[config.mk]
export PLATFORM = sky130hd
export DESIGN_NAME = counting_multiset_table
export DESIGN_NICKNAME = d
export VERILOG_FILES = /design/src/cms_pkg.sv /design/src/cms_ctrl.sv /design/src/cms_datapath.sv /design/src/counting_multiset_table.sv
export SDC_FILE = /design/constraint.sdc
export NUM_CORES = 1
export LEC_CHECK = 0
export BUFFER_PORTS_ARGS = -buffer_cell sky130_fd_sc_hd__buf_4
export CORE_MARGIN = 3
export CORE_UTILIZATION = 30
export CTS_CLUSTER_SIZE = 40
export DETAILED_ROUTE_END_ITERATION = 10
export GPL_TIMING_DRIVEN = 0
export HOLD_SLACK_MARGIN = 0.1
export SYNTH_ARGS = -nofsm -noshare
export SYNTH_HDL_FRONTEND = slang
export SYNTH_SLANG_ARGS = --single-unit
[constraint.sdc]
create_clock -name clock -period 17.06 [get_ports clock]
set_input_delay 4.265 -clock clock [delete_from_list [all_inputs] [get_ports clock]]
set_output_delay 4.265 -clock clock [all_outputs]
set_load 0.02 [all_outputs]
[src/cms_pkg.sv]
// Shared types and codes for the counting multiset table.
// Used by cms_ctrl, cms_datapath and counting_multiset_table; no dependencies.
package cms_pkg;

   localparam int ENTRIES_DEFAULT    = 16;
   localparam int COUNT_BITS_DEFAULT = 16;

   localparam int MULT_BITS  = 16;
   localparam int TOTAL_BITS = 20;

   localparam logic [1:0] CMD_ADD    = 2'd0;
   localparam logic [1:0] CMD_REMOVE = 2'd1;
   localparam logic [1:0] CMD_QUERY  = 2'd2;
   localparam logic [1:0] CMD_TOTAL  = 2'd3;

   localparam logic [1:0] STS_OK     = 2'd0;
   localparam logic [1:0] STS_FULL   = 2'd1;
   localparam logic [1:0] STS_ABSENT = 2'd2;

   typedef struct packed {
      logic [1:0]         command;
      logic signed [31:0] item_value;
   } req_payload_type;

   typedef struct packed {
      logic [MULT_BITS-1:0]  multiplicity;
      logic [TOTAL_BITS-1:0] total_count;
      logic [1:0]            status;
   } rsp_payload_type;

   typedef enum logic {
      ST_IDLE,
      ST_EXEC
   } ctrl_state_type;

   // controller -> datapath
   typedef struct packed {
      logic load_item;
      logic execute;
      logic pending;
   } ctrl_cmd_type;

   // datapath -> controller
   typedef struct packed {
      logic out_free;
   } dp_status_type;

endpackage

[src/cms_ctrl.sv]
// Sequencer for the counting multiset table: holds one item at a time and
// fires the datapath once the result register can take a new beat.
// Depends on cms_pkg.
module cms_ctrl (
   input  logic                   clock,
   input  logic                   reset,
   input  logic                   req_valid,
   output logic                   req_ready,
   input  cms_pkg::dp_status_type dp_status,
   output cms_pkg::ctrl_cmd_type  dp_cmd
);

   cms_pkg::ctrl_state_type state_ff, state_in;

   always_ff @(posedge clock) begin
      if (reset) begin
         state_ff <= cms_pkg::ST_IDLE;
      end else begin
         state_ff <= state_in;
      end
   end

   always_comb begin
      state_in          = state_ff;
      req_ready         = 1'b0;
      dp_cmd.load_item  = 1'b0;
      dp_cmd.execute    = 1'b0;
      dp_cmd.pending    = 1'b0;
      case (state_ff)
         cms_pkg::ST_IDLE: begin
            req_ready        = 1'b1;
            dp_cmd.load_item = req_valid;
            if (req_valid) begin
               state_in = cms_pkg::ST_EXEC;
            end
         end
         cms_pkg::ST_EXEC: begin
            dp_cmd.pending = 1'b1;
            // the held item retires as the next one comes in
            if (dp_status.out_free) begin
               dp_cmd.execute   = 1'b1;
               req_ready        = 1'b1;
               dp_cmd.load_item = req_valid;
               state_in         = req_valid ? cms_pkg::ST_EXEC : cms_pkg::ST_IDLE;
            end
         end
         default: begin
            state_in = cms_pkg::ST_IDLE;
         end
      endcase
   end

endmodule

[src/cms_datapath.sv]
// Datapath of the counting multiset table: item register, slot array with
// parallel match, running total and result register. Depends on cms_pkg.
module cms_datapath #(
   parameter int ENTRIES    = cms_pkg::ENTRIES_DEFAULT,
   parameter int COUNT_BITS = cms_pkg::COUNT_BITS_DEFAULT
) (
   input  logic                     clock,
   input  logic                     reset,
   input  cms_pkg::req_payload_type req_payload,
   input  cms_pkg::ctrl_cmd_type    dp_cmd,
   output cms_pkg::dp_status_type   dp_status,
   output logic                     rsp_valid,
   input  logic                     rsp_ready,
   output cms_pkg::rsp_payload_type rsp_payload
);

   localparam int SUM_BITS = COUNT_BITS + $clog2(ENTRIES) + 1;
   localparam logic [COUNT_BITS-1:0] COUNT_MAX = {COUNT_BITS{1'b1}};
   localparam logic [COUNT_BITS+cms_pkg::MULT_BITS-1:0] MULT_LIMIT =
      {{COUNT_BITS{1'b0}}, {cms_pkg::MULT_BITS{1'b1}}};
   localparam logic [SUM_BITS+cms_pkg::TOTAL_BITS-1:0] TOTAL_LIMIT =
      {{SUM_BITS{1'b0}}, {cms_pkg::TOTAL_BITS{1'b1}}};

   cms_pkg::req_payload_type item_ff;
   logic signed [31:0]       value_ff [ENTRIES];
   logic [COUNT_BITS-1:0]    count_ff [ENTRIES];
   logic [COUNT_BITS-1:0]    count_in [ENTRIES];
   logic [ENTRIES-1:0]       valid_ff, valid_in;
   logic [SUM_BITS-1:0]      sum_ff, sum_in;
   cms_pkg::rsp_payload_type rsp_ff, rsp_in;
   logic                     rsp_valid_ff;

   logic [ENTRIES-1:0]       hit;
   logic [ENTRIES-1:0]       free_oh;
   logic                     any_hit, any_free;
   logic [COUNT_BITS-1:0]    match_cnt, new_cnt, mult;
   logic [1:0]               status;
   logic                     take_free;
   logic [COUNT_BITS+cms_pkg::MULT_BITS-1:0] mult_ext;
   logic [SUM_BITS+cms_pkg::TOTAL_BITS-1:0]  sum_ext;

   assign dp_status.out_free  = !rsp_valid_ff || rsp_ready;
   assign rsp_valid   = rsp_valid_ff;
   assign rsp_payload = rsp_ff;

   always_ff @(posedge clock) begin
      if (dp_cmd.load_item) begin
         item_ff <= req_payload;
      end
   end

   // stored values are unique among valid slots, so at most one hit
   always_comb begin
      match_cnt = '0;
      for (int i = 0; i < ENTRIES; i++) begin
         hit[i] = valid_ff[i] && (value_ff[i] == item_ff.item_value);
         if (hit[i]) begin
            match_cnt = match_cnt | count_ff[i];
         end
      end
      any_hit  = |hit;
      any_free = !(&valid_ff);
      // isolate lowest clear bit
      free_oh  = ~valid_ff & (valid_ff + {{(ENTRIES-1){1'b0}}, 1'b1});
   end

   always_comb begin
      new_cnt   = match_cnt;
      mult      = '0;
      status    = cms_pkg::STS_OK;
      sum_in    = sum_ff;
      take_free = 1'b0;
      case (item_ff.command)
         cms_pkg::CMD_ADD: begin
            if (any_hit) begin
               if (match_cnt != COUNT_MAX) begin
                  new_cnt = match_cnt + 1'b1;
                  sum_in  = sum_ff + 1'b1;
               end
               mult = new_cnt;
            end else if (any_free) begin
               take_free = 1'b1;
               mult      = {{(COUNT_BITS-1){1'b0}}, 1'b1};
               sum_in    = sum_ff + 1'b1;
            end else begin
               status = cms_pkg::STS_FULL;
            end
         end
         cms_pkg::CMD_REMOVE: begin
            if (any_hit) begin
               new_cnt = match_cnt - 1'b1;
               mult    = new_cnt;
               sum_in  = sum_ff - 1'b1;
            end else begin
               status = cms_pkg::STS_ABSENT;
            end
         end
         cms_pkg::CMD_QUERY: begin
            mult = match_cnt;
         end
         cms_pkg::CMD_TOTAL: begin
            mult = '0;
         end
         default: begin
            mult = '0;
         end
      endcase
   end

   always_comb begin
      for (int i = 0; i < ENTRIES; i++) begin
         count_in[i] = count_ff[i];
         valid_in[i] = valid_ff[i];
         if (hit[i] && (item_ff.command == cms_pkg::CMD_ADD ||
                        item_ff.command == cms_pkg::CMD_REMOVE)) begin
            count_in[i] = new_cnt;
            valid_in[i] = new_cnt != '0;
         end else if (take_free && free_oh[i]) begin
            count_in[i] = {{(COUNT_BITS-1){1'b0}}, 1'b1};
            valid_in[i] = 1'b1;
         end
      end
   end

   always_comb begin
      mult_ext = {{cms_pkg::MULT_BITS{1'b0}}, mult};
      sum_ext  = {{cms_pkg::TOTAL_BITS{1'b0}}, sum_in};
      rsp_in.multiplicity = (mult_ext > MULT_LIMIT) ? {cms_pkg::MULT_BITS{1'b1}}
                                                    : mult_ext[cms_pkg::MULT_BITS-1:0];
      rsp_in.total_count  = (sum_ext > TOTAL_LIMIT) ? {cms_pkg::TOTAL_BITS{1'b1}}
                                                    : sum_ext[cms_pkg::TOTAL_BITS-1:0];
      rsp_in.status       = status;
   end

   always_ff @(posedge clock) begin
      if (reset) begin
         valid_ff <= '0;
         sum_ff   <= '0;
         for (int i = 0; i < ENTRIES; i++) begin
            count_ff[i] <= '0;
         end
      end else if (dp_cmd.execute) begin
         valid_ff <= valid_in;
         sum_ff   <= sum_in;
         for (int i = 0; i < ENTRIES; i++) begin
            count_ff[i] <= count_in[i];
         end
      end
   end

   always_ff @(posedge clock) begin
      for (int i = 0; i < ENTRIES; i++) begin
         if (dp_cmd.execute && take_free && free_oh[i]) begin
            value_ff[i] <= item_ff.item_value;
         end
      end
   end

   always_ff @(posedge clock) begin
      if (reset) begin
         rsp_valid_ff <= 1'b0;
      end else if (dp_cmd.execute) begin
         rsp_valid_ff <= 1'b1;
      end else if (rsp_ready) begin
         rsp_valid_ff <= 1'b0;
      end
   end

   always_ff @(posedge clock) begin
      if (dp_cmd.execute) begin
         rsp_ff <= rsp_in;
      end
   end

endmodule

[src/counting_multiset_table.sv]
// Counting multiset table: bounded set of Q16.16 values with multiplicities.
// req_ beats carry a command (add, remove, query, total) and a value; each
// beat yields exactly one rsp_ beat with multiplicity, total and status.
// Values match on exact bit pattern; new values take the lowest free slot.
// An accepted request is held in the item register, then executed into the result register that drives rsp_.
// Throughput: one beat per cycle while rsp_ready stays high; the limit is
// the single held item in the execute stage, which retires only when the
// result register is empty or drained in the same cycle.
// A stalled rsp_ holds its beat; one more request is taken and waits in
// the execute stage, after which req_ready drops until rsp_ready returns.
// Reset (synchronous, active high) empties every slot and clears the
// total; no request is lost or duplicated across a stall.
// Counts saturate at 2^COUNT_BITS-1; reported fields saturate to width.
// Depends on cms_pkg, cms_ctrl and cms_datapath.
module counting_multiset_table #(
   parameter int ENTRIES    = cms_pkg::ENTRIES_DEFAULT,
   parameter int COUNT_BITS = cms_pkg::COUNT_BITS_DEFAULT
) (
   input  logic                     clock,
   input  logic                     reset,
   input  logic                     req_valid,
   output logic                     req_ready,
   input  cms_pkg::req_payload_type req_payload,
   output logic                     rsp_valid,
   input  logic                     rsp_ready,
   output cms_pkg::rsp_payload_type rsp_payload
);

   cms_pkg::ctrl_cmd_type  dp_cmd;
   cms_pkg::dp_status_type dp_status;

   cms_ctrl u_ctrl (
      .clock     (clock),
      .reset     (reset),
      .req_valid (req_valid),
      .req_ready (req_ready),
      .dp_status (dp_status),
      .dp_cmd    (dp_cmd)
   );

   cms_datapath #(
      .ENTRIES    (ENTRIES),
      .COUNT_BITS (COUNT_BITS)
   ) u_datapath (
      .clock       (clock),
      .reset       (reset),
      .req_payload (req_payload),
      .dp_cmd      (dp_cmd),
      .dp_status   (dp_status),
      .rsp_valid   (rsp_valid),
      .rsp_ready   (rsp_ready),
      .rsp_payload (rsp_payload)
   );

   // an accepted request is always held for execution next cycle
   a_accept_holds: assert property (@(posedge clock) disable iff (reset)
      (req_valid && req_ready) |=> dp_cmd.pending)
      else $error("accepted request not held");

   // execution always lands a result beat
   a_exec_result: assert property (@(posedge clock) disable iff (reset)
      dp_cmd.execute |=> rsp_valid)
      else $error("execute did not produce a result");

   // never execute without a held item
   a_exec_pending: assert property (@(posedge clock) disable iff (reset)
      dp_cmd.execute |-> dp_cmd.pending)
      else $error("execute with no item held");

   // a blocked result stage must stall the request side when busy
   a_stall_backpressure: assert property (@(posedge clock) disable iff (reset)
      (dp_cmd.pending && !dp_status.out_free) |-> !req_ready)
      else $error("request taken while result stage blocked");

endmodule

==> Word-level counts from Yosys, hierarchy flattened <==
Memory sizes are Yosys's and may differ from the RTL's.
Cells that the tools add are included.
{ "totals": {"regBits": 111, "mem_bits_rw": 768, "inputBits": 38, "out_inout_bits": 40, "word_cells": 414, "mem_count": 2} }
{ "classes": {"add_sub_neg": 5, "magnitude_cmp": 1, "eq_ne": 20, "n_mux": 208, "bitwise_logic": 34, "n_reduce_logical": 120} }
{ "mem_list": {"columns": ["name", "words", "word_bits", "read_ports", "rd_clocked_by_memory_dff", "write_ports", "line_no", "text"], "rows": [
  ["u_datapath.value_ff", 16, 32, 16, 0, 1, "cms_datapath.sv:25", "logic signed [31:0] value_ff [ENTRIES];"],
  ["u_datapath.count_ff", 16, 16, 16, 0, 16, "cms_datapath.sv:26", "logic [COUNT_BITS-1:0] count_ff [ENTRIES];"]
]} }
{ "op_table": {"columns": ["operator", "count"], "rows": [
  ["$mux 16", 69],
  ["$eq 32x32->1", 16],
  ["$mux 32", 15],
  ["$reduce_or 32->1", 15],
  ["$or 16x16->16", 15],
  ["$mux 1", 94],
  ["$mux 21", 4],
  ["$logic_and 1x1->1", 65],
  ["$pmux 16 s4", 1],
  ["$mux 4", 15],
  ["$pmux 21 s2", 1],
  ["$reduce_bool 2->1", 17],
  ["$add 16x1->16 const B", 2],
  ["$pmux 16 s2", 1],
  ["$reduce_and 2->1", 16],
  ["$add 21x1->21 const B", 1],
  ["$gt 21x20->1 const B", 1],
  ["$sub 21x1->21 const B", 1],
  ["$and 16x16->16", 1],
  ["$ne 16x16->1 const B", 1],
  ["$not 16->16", 1],
  ["$or 1x1->1", 16],
  ["$reduce_and 16->1", 1],
  ["$reduce_bool 16->1", 1],
  ["11 further kinds", 18]
]} }

==> Depth between registers and ports, before layout <==
An unclocked memory read counts as a cell.
{ "logic_depth": {"depth_word": 40, "depth_mapped": 22, "mapped_depth_nobuf": 16} }

==> Modules after synthesis <==
Synthesis repeated with hierarchy kept, for this count alone.
{ "hier_totals": {"cells_unflattened": 3372, "hier_area_um2": 42733.5} }
{ "modules_own_cells": {"columns": ["module", "instances", "cells_each", "area_per_inst_um2", "seq_area_each_um2"], "rows": [
  ["cms_datapath", 1, 3365, 42663.4, 25984.9],
  ["cms_ctrl", 1, 7, 70.1, 20.0]
]} }

==> Worst setup path after synthesis <==
Ideal clock, no wire load.
{ "synth_path": {"path_type": "input to output", "start": "input rsp_ready", "end": "output req_ready", "t_arrival_ns": 4.617, "required_ns": 12.795, "path_slack_ns": 8.178, "path_stages": 2, "path_buffers": 0, "cell_sequence": "nor2b_1 nand2_1"} }
{ "synth_between": {"elab_chain_len": 3} }
{ "synth_rtl": {"columns": ["item", "line_no", "text"], "rows": [
  ["start: declaration", "counting_multiset_table.sv:25", "input logic rsp_ready,"],
  ["$logic_or 1x1->1", "cms_datapath.sv:42", "assign dp_status.out_free = !rsp_valid_ff || rsp_ready;"],
  ["$mux 1", "cms_ctrl.sv:40", "if (dp_status.out_free) begin"],
  ["$pmux 1 s2", "cms_ctrl.sv:29", "case (state_ff)"],
  ["end: declaration", "counting_multiset_table.sv:22", "output logic req_ready,"]
]} }
No other way between the ends.

==> Worst setup path after layout <==
Same ends and word-level chain as after synthesis.

==> flow_summary.rst <==
.. list-table::
   :header-rows: 1

   * - Metric
     - Value
   * - Fin crit share
     - 53.5%
   * - Cell area after layout
     - 48500 µm²
   * - Worst R2R Setup Slack
     - 8330 ps
   * - DP HPWL
     - approximately 100000 µm
   * - Power per standard cell area
     - between 90 and 100 nW/µm²
   * - Cell Rows
     - 136
   * - Portion of the post-synthesis area used by sequential elements
     - between 60% and 70%
   * - Start of the worst register-to-register path
     - u_datapath.item_ff[17]$_DFFE_PP_
   * - Number of enable flip-flop cells after synthesis
     - 840
   * - Startpoint type of the worst setup path
     - input pin
   * - Endpoint of the worst register-to-register path
     - u_datapath.valid_ff[4]$_SDFFE_PP0P_
   * - Clock tree buffer depth
     - 3
   * - Largest net degree at the start of global routing
     - just over 40
   * - Worst Tran Pin Value
     - 1570 ps
   * - Crit Path Category
     - input pin to output port
   * - Iter 0 DRT Violations
     - around 3700
   * - Status
     - finished, violations left
   * - Fin. max-slew vios
     - 9
   * - Synth async-reset ratio
     - 0%
   * - Data required, critical path
     - approximately 13000 ps
   * - Most frequently used cell type in the post-synthesis netlist
     - sky130_fd_sc_hd__edfxtp_1
   * - Relative slew slack
     - -5.32%
   * - Initial core utilization
     - a little under a third
   * - Placeable core area
     - between 100000 and 150000 µm²
   * - Via count of the routed design
     - between 20000 and 30000
   * - Master cell of the clock root buffer
     - sky130_fd_sc_hd__clkbuf_16
   * - Grt total ovfl
     - 0
   * - Leakage component of the power
     - between 15 and 20 nW
   * - Slowest stage delay, CP
     - ~220 ps
   * - Fraction of layout instances using a drive strength above 1
     - 13.2%
   * - RSZ-0062 raised after global routing
     - false
   * - Warnings from Yosys
     - 0
   * - Clk pin slew, worst setup/hold paths
     - 60 ps
   * - Post-route DRC
     - 0
   * - Buf/Inv on CP
     - 2
   * - Post-Synthesis Net Count
     - roughly 3400
   * - Wire length of the first global-routing pass
     - 205000 µm
   * - Maximum clock rate
     - between 0.1 and 0.15 GHz
   * - Final critical delay including setup and external delays
     - slightly above 9000 ps
   * - Cell depth of the worst hold path
     - 2
   * - Antenna violation net count after detailed routing
     - 0
   * - Largest fanout on the critical path
     - 4
   * - X dimension of the die
     - about 380 µm
   * - Failing checks
     - max-capacitance violations, max-slew violations
   * - Number of top-level pins
     - 78
   * - Cell types occupying the most area after synthesis
     - sky130_fd_sc_hd__edfxtp_1 (60%), sky130_fd_sc_hd__xnor2_1 (9.5%), sky130_fd_sc_hd__nand4_1 (4.4%)
   * - Worst hold path type
     - register to register
   * - Endpoint of the worst hold-timing path
     - u_datapath.rsp_valid$_SDFFE_PP0P_
   * - Core utilization of the finished layout
     - between 30% and 40%
   * - Vias in the first global route
     - between 20000 and 30000
   * - Biggest area consumer among synthesized cells
     - sky130_fd_sc_hd__edfxtp_1
   * - Diodes inserted
     - 0
   * - Worst-case vdd ir drop
     - ~0.000084 V
   * - Net count, final
     - 3636
   * - DRT Wirelength
     - 147000 µm
   * - Average cell area after synthesis
     - about 12 µm²
   * - Setup TNS
     - 0 ps
   * - Count of H-tree levels built during CTS
     - 3
   * - Antenna violations before repair
     - 3
   * - # hold bufs at CTS
     - 0
   * - Flip-flop and latch count after synthesis
     - ~900
   * - TritonCTS clock tree
     - built
   * - Element type at the critical path end
     - output port
   * - Routed wire length per instance
     - ~27 µm
   * - Data arrival time of the critical path
     - between 4000 and 5000 ps
   * - Setup Fix Bufs, Post-CTS
     - 0
   * - Clk Latency, worst-skew pair
     - 730 ps
   * - Instance area after placement
     - 45200 µm²
   * - Layout overhead on the synthesized area
     - 16.0%
   * - Gp weighted congestion
     - 0.945
   * - Overall track demand over capacity in global routing
     - between 20% and 30%
   * - Final hold violations
     - 0
   * - Number of sinks driven by the clock tree
     - just under 900
   * - Top delay family on crit path
     - simple AND/OR/NAND/NOR gates
   * - Most frequent cell on the critical path
     - sky130_fd_sc_hd__buf_4
   * - Share of the synthesized area in the top cell type
     - between 60% and 70%
   * - CTS buffer count
     - 95
   * - Length in cells of the worst reg-to-reg path
     - 21
   * - Series of cell instances along the critical path
     - buf_4 -> nor2b_1 -> nand2_1 -> buf_4
   * - List of most frequent post-synthesis cells
     - sky130_fd_sc_hd__edfxtp_1 (840), sky130_fd_sc_hd__xnor2_1 (455), sky130_fd_sc_hd__nor2_1 (429)
   * - CTS resizes
     - 0
   * - Quantity of I/O buffers inserted on ports
     - just under 80
   * - Die outline height
     - 379 µm
   * - Clock skew
     - just under 90 ps
   * - FILL cells
     - about 14000
   * - Post-DR vias/cell
     - ~5.4
   * - Number of detailed-routing iterations run before antenna repair
     - 6
   * - Count of distinct cell types in the synthesized netlist
     - 97
   * - Startpoint of the tightest hold check path
     - u_ctrl.state_ff$_SDFF_PP0_
   * - Main flop type after synthesis
     - sky130_fd_sc_hd__edfxtp_1
   * - Total Die Area
     - about 140000 µm²
   * - Number of max-capacitance violations reported
     - 2
   * - Count of mapped cells out of synthesis
     - about 3400
   * - Summed instance area of the synthesized netlist
     - around 42000 µm²
   * - Final setup fails
     - 0
   * - Slowest-stage cell, CP
     - sky130_fd_sc_hd__nor2b_1
## how the worst max path moves through the flow
stage	from	to	slack, ps	cells past startpoint
global placement	u_datapath.item_ff[17]$_DFFE_PP_	u_datapath.count_ff[1][15]$_SDFFCE_PN0P_	5400	15
global route	rsp_ready	req_ready	7860	4
CTS	rsp_ready	req_ready	7920	4
detailed placement	rsp_ready	req_ready	7930	4
finish	rsp_ready	req_ready	7930	4
floorplan	rsp_ready	req_ready	8180	2
## metrics by stage
stage               hold WS [ps]  setup slack, ps  total power [mW]  instances
global route                 563             7860              4.94       5465
global placement             511             5400              2.73       5249
detailed placement           509             7930              2.74       5288
floorplan                    483             8180              2.62       3378
finish                       515             7930              4.82       5465
CTS                          520             7920              4.84       5464
## flip-flops by register name (all words and copies together) (netlist names)
signal and count:
u_datapath.valid_ff 16, u_datapath.value_ff 512, u_datapath.sum_ff 21, u_datapath.item_ff 34
u_ctrl.state_ff 1, u_datapath.rsp_payload 38, u_datapath.rsp_valid 1, u_datapath.count_ff 256
## cells by family (layout without fill, tap and decap cells)
family	count (synthesis)	after routing	synth area share, %
AOI/OAI and AO/OA	300	300	5.46
xor gates and xnor gates	508	508	10.7
adders and majority gates	6	6	0.180
buffers and inverters	390	683	4.69
DFF	879	879	62.3
muxes	5	5	0.120
and+or+nand+nor	1290	1290	16.6
## cell usage in the layout (no fill, tap or decap), types with 16 or more instances in the layout
cell type,count
sky130_fd_sc_hd__buf_6,64
sky130_fd_sc_hd__o2111ai_1,69
sky130_fd_sc_hd__a21oi_1,54
sky130_fd_sc_hd__nand3_1,74
sky130_fd_sc_hd__clkbuf_1,108
sky130_fd_sc_hd__and2_1,23
sky130_fd_sc_hd__edfxtp_1,840
sky130_fd_sc_hd__inv_1,177
sky130_fd_sc_hd__xor2_1,52
sky130_fd_sc_hd__buf_2,38
sky130_fd_sc_hd__buf_4,117
sky130_fd_sc_hd__nor2_1,424
sky130_fd_sc_hd__nand2b_1,23
sky130_fd_sc_hd__nand4_1,291
sky130_fd_sc_hd__nor2b_1,29
sky130_fd_sc_hd__clkbuf_16,95
sky130_fd_sc_hd__nor4_1,67
sky130_fd_sc_hd__nor3_2,16
sky130_fd_sc_hd__o21ai_0,47
sky130_fd_sc_hd__nor4_2,26
sky130_fd_sc_hd__dfxtp_1,39
sky130_fd_sc_hd__nand2_1,177
sky130_fd_sc_hd__nor3_1,30
sky130_fd_sc_hd__xnor2_1,455
sky130_fd_sc_hd__or3_1,20
sky130_fd_sc_hd__and3_1,16
## layout make-up
| cell class | instances | area (µm²) | area share (%) |
|---|---|---|---|
| clock buffer | 117 | 2520 | 5.20 |
| clock inverter | 59 | 699 | 1.44 |
| multi-input combinational | 2109 | 13900 | 28.8 |
| inverter | 178 | 668 | 1.38 |
| timing repair buffer | 117 | 1100 | 2.27 |
| buffer | 212 | 1290 | 2.67 |
| sequential | 879 | 26000 | 53.6 |
| tap | 1794 | 2240 | 4.63 |
## layer usage
layer	global-route usage (%)	vias up	wire length, µm
li1	-	12900	-
met1	26.8	14700	59300
met2	32.3	1655	67400
met3	4.41	256	15300
met4	6.26	2	4590
met5	0	-	13
## report_power, final
group,switching [mW],internal [mW]
clock,0.921,1.20
combinational,0.158,0.0817
sequential,0.0518,2.40
## tightest hold or removal path, cell delays in order, from the launching register on
cell and delay [ps]:
sky130_fd_sc_hd__dfxtp_1 330, sky130_fd_sc_hd__nor2_1 100, sky130_fd_sc_hd__nor2_1 40
Note: power is estimated with default switching activity, not from simulation.
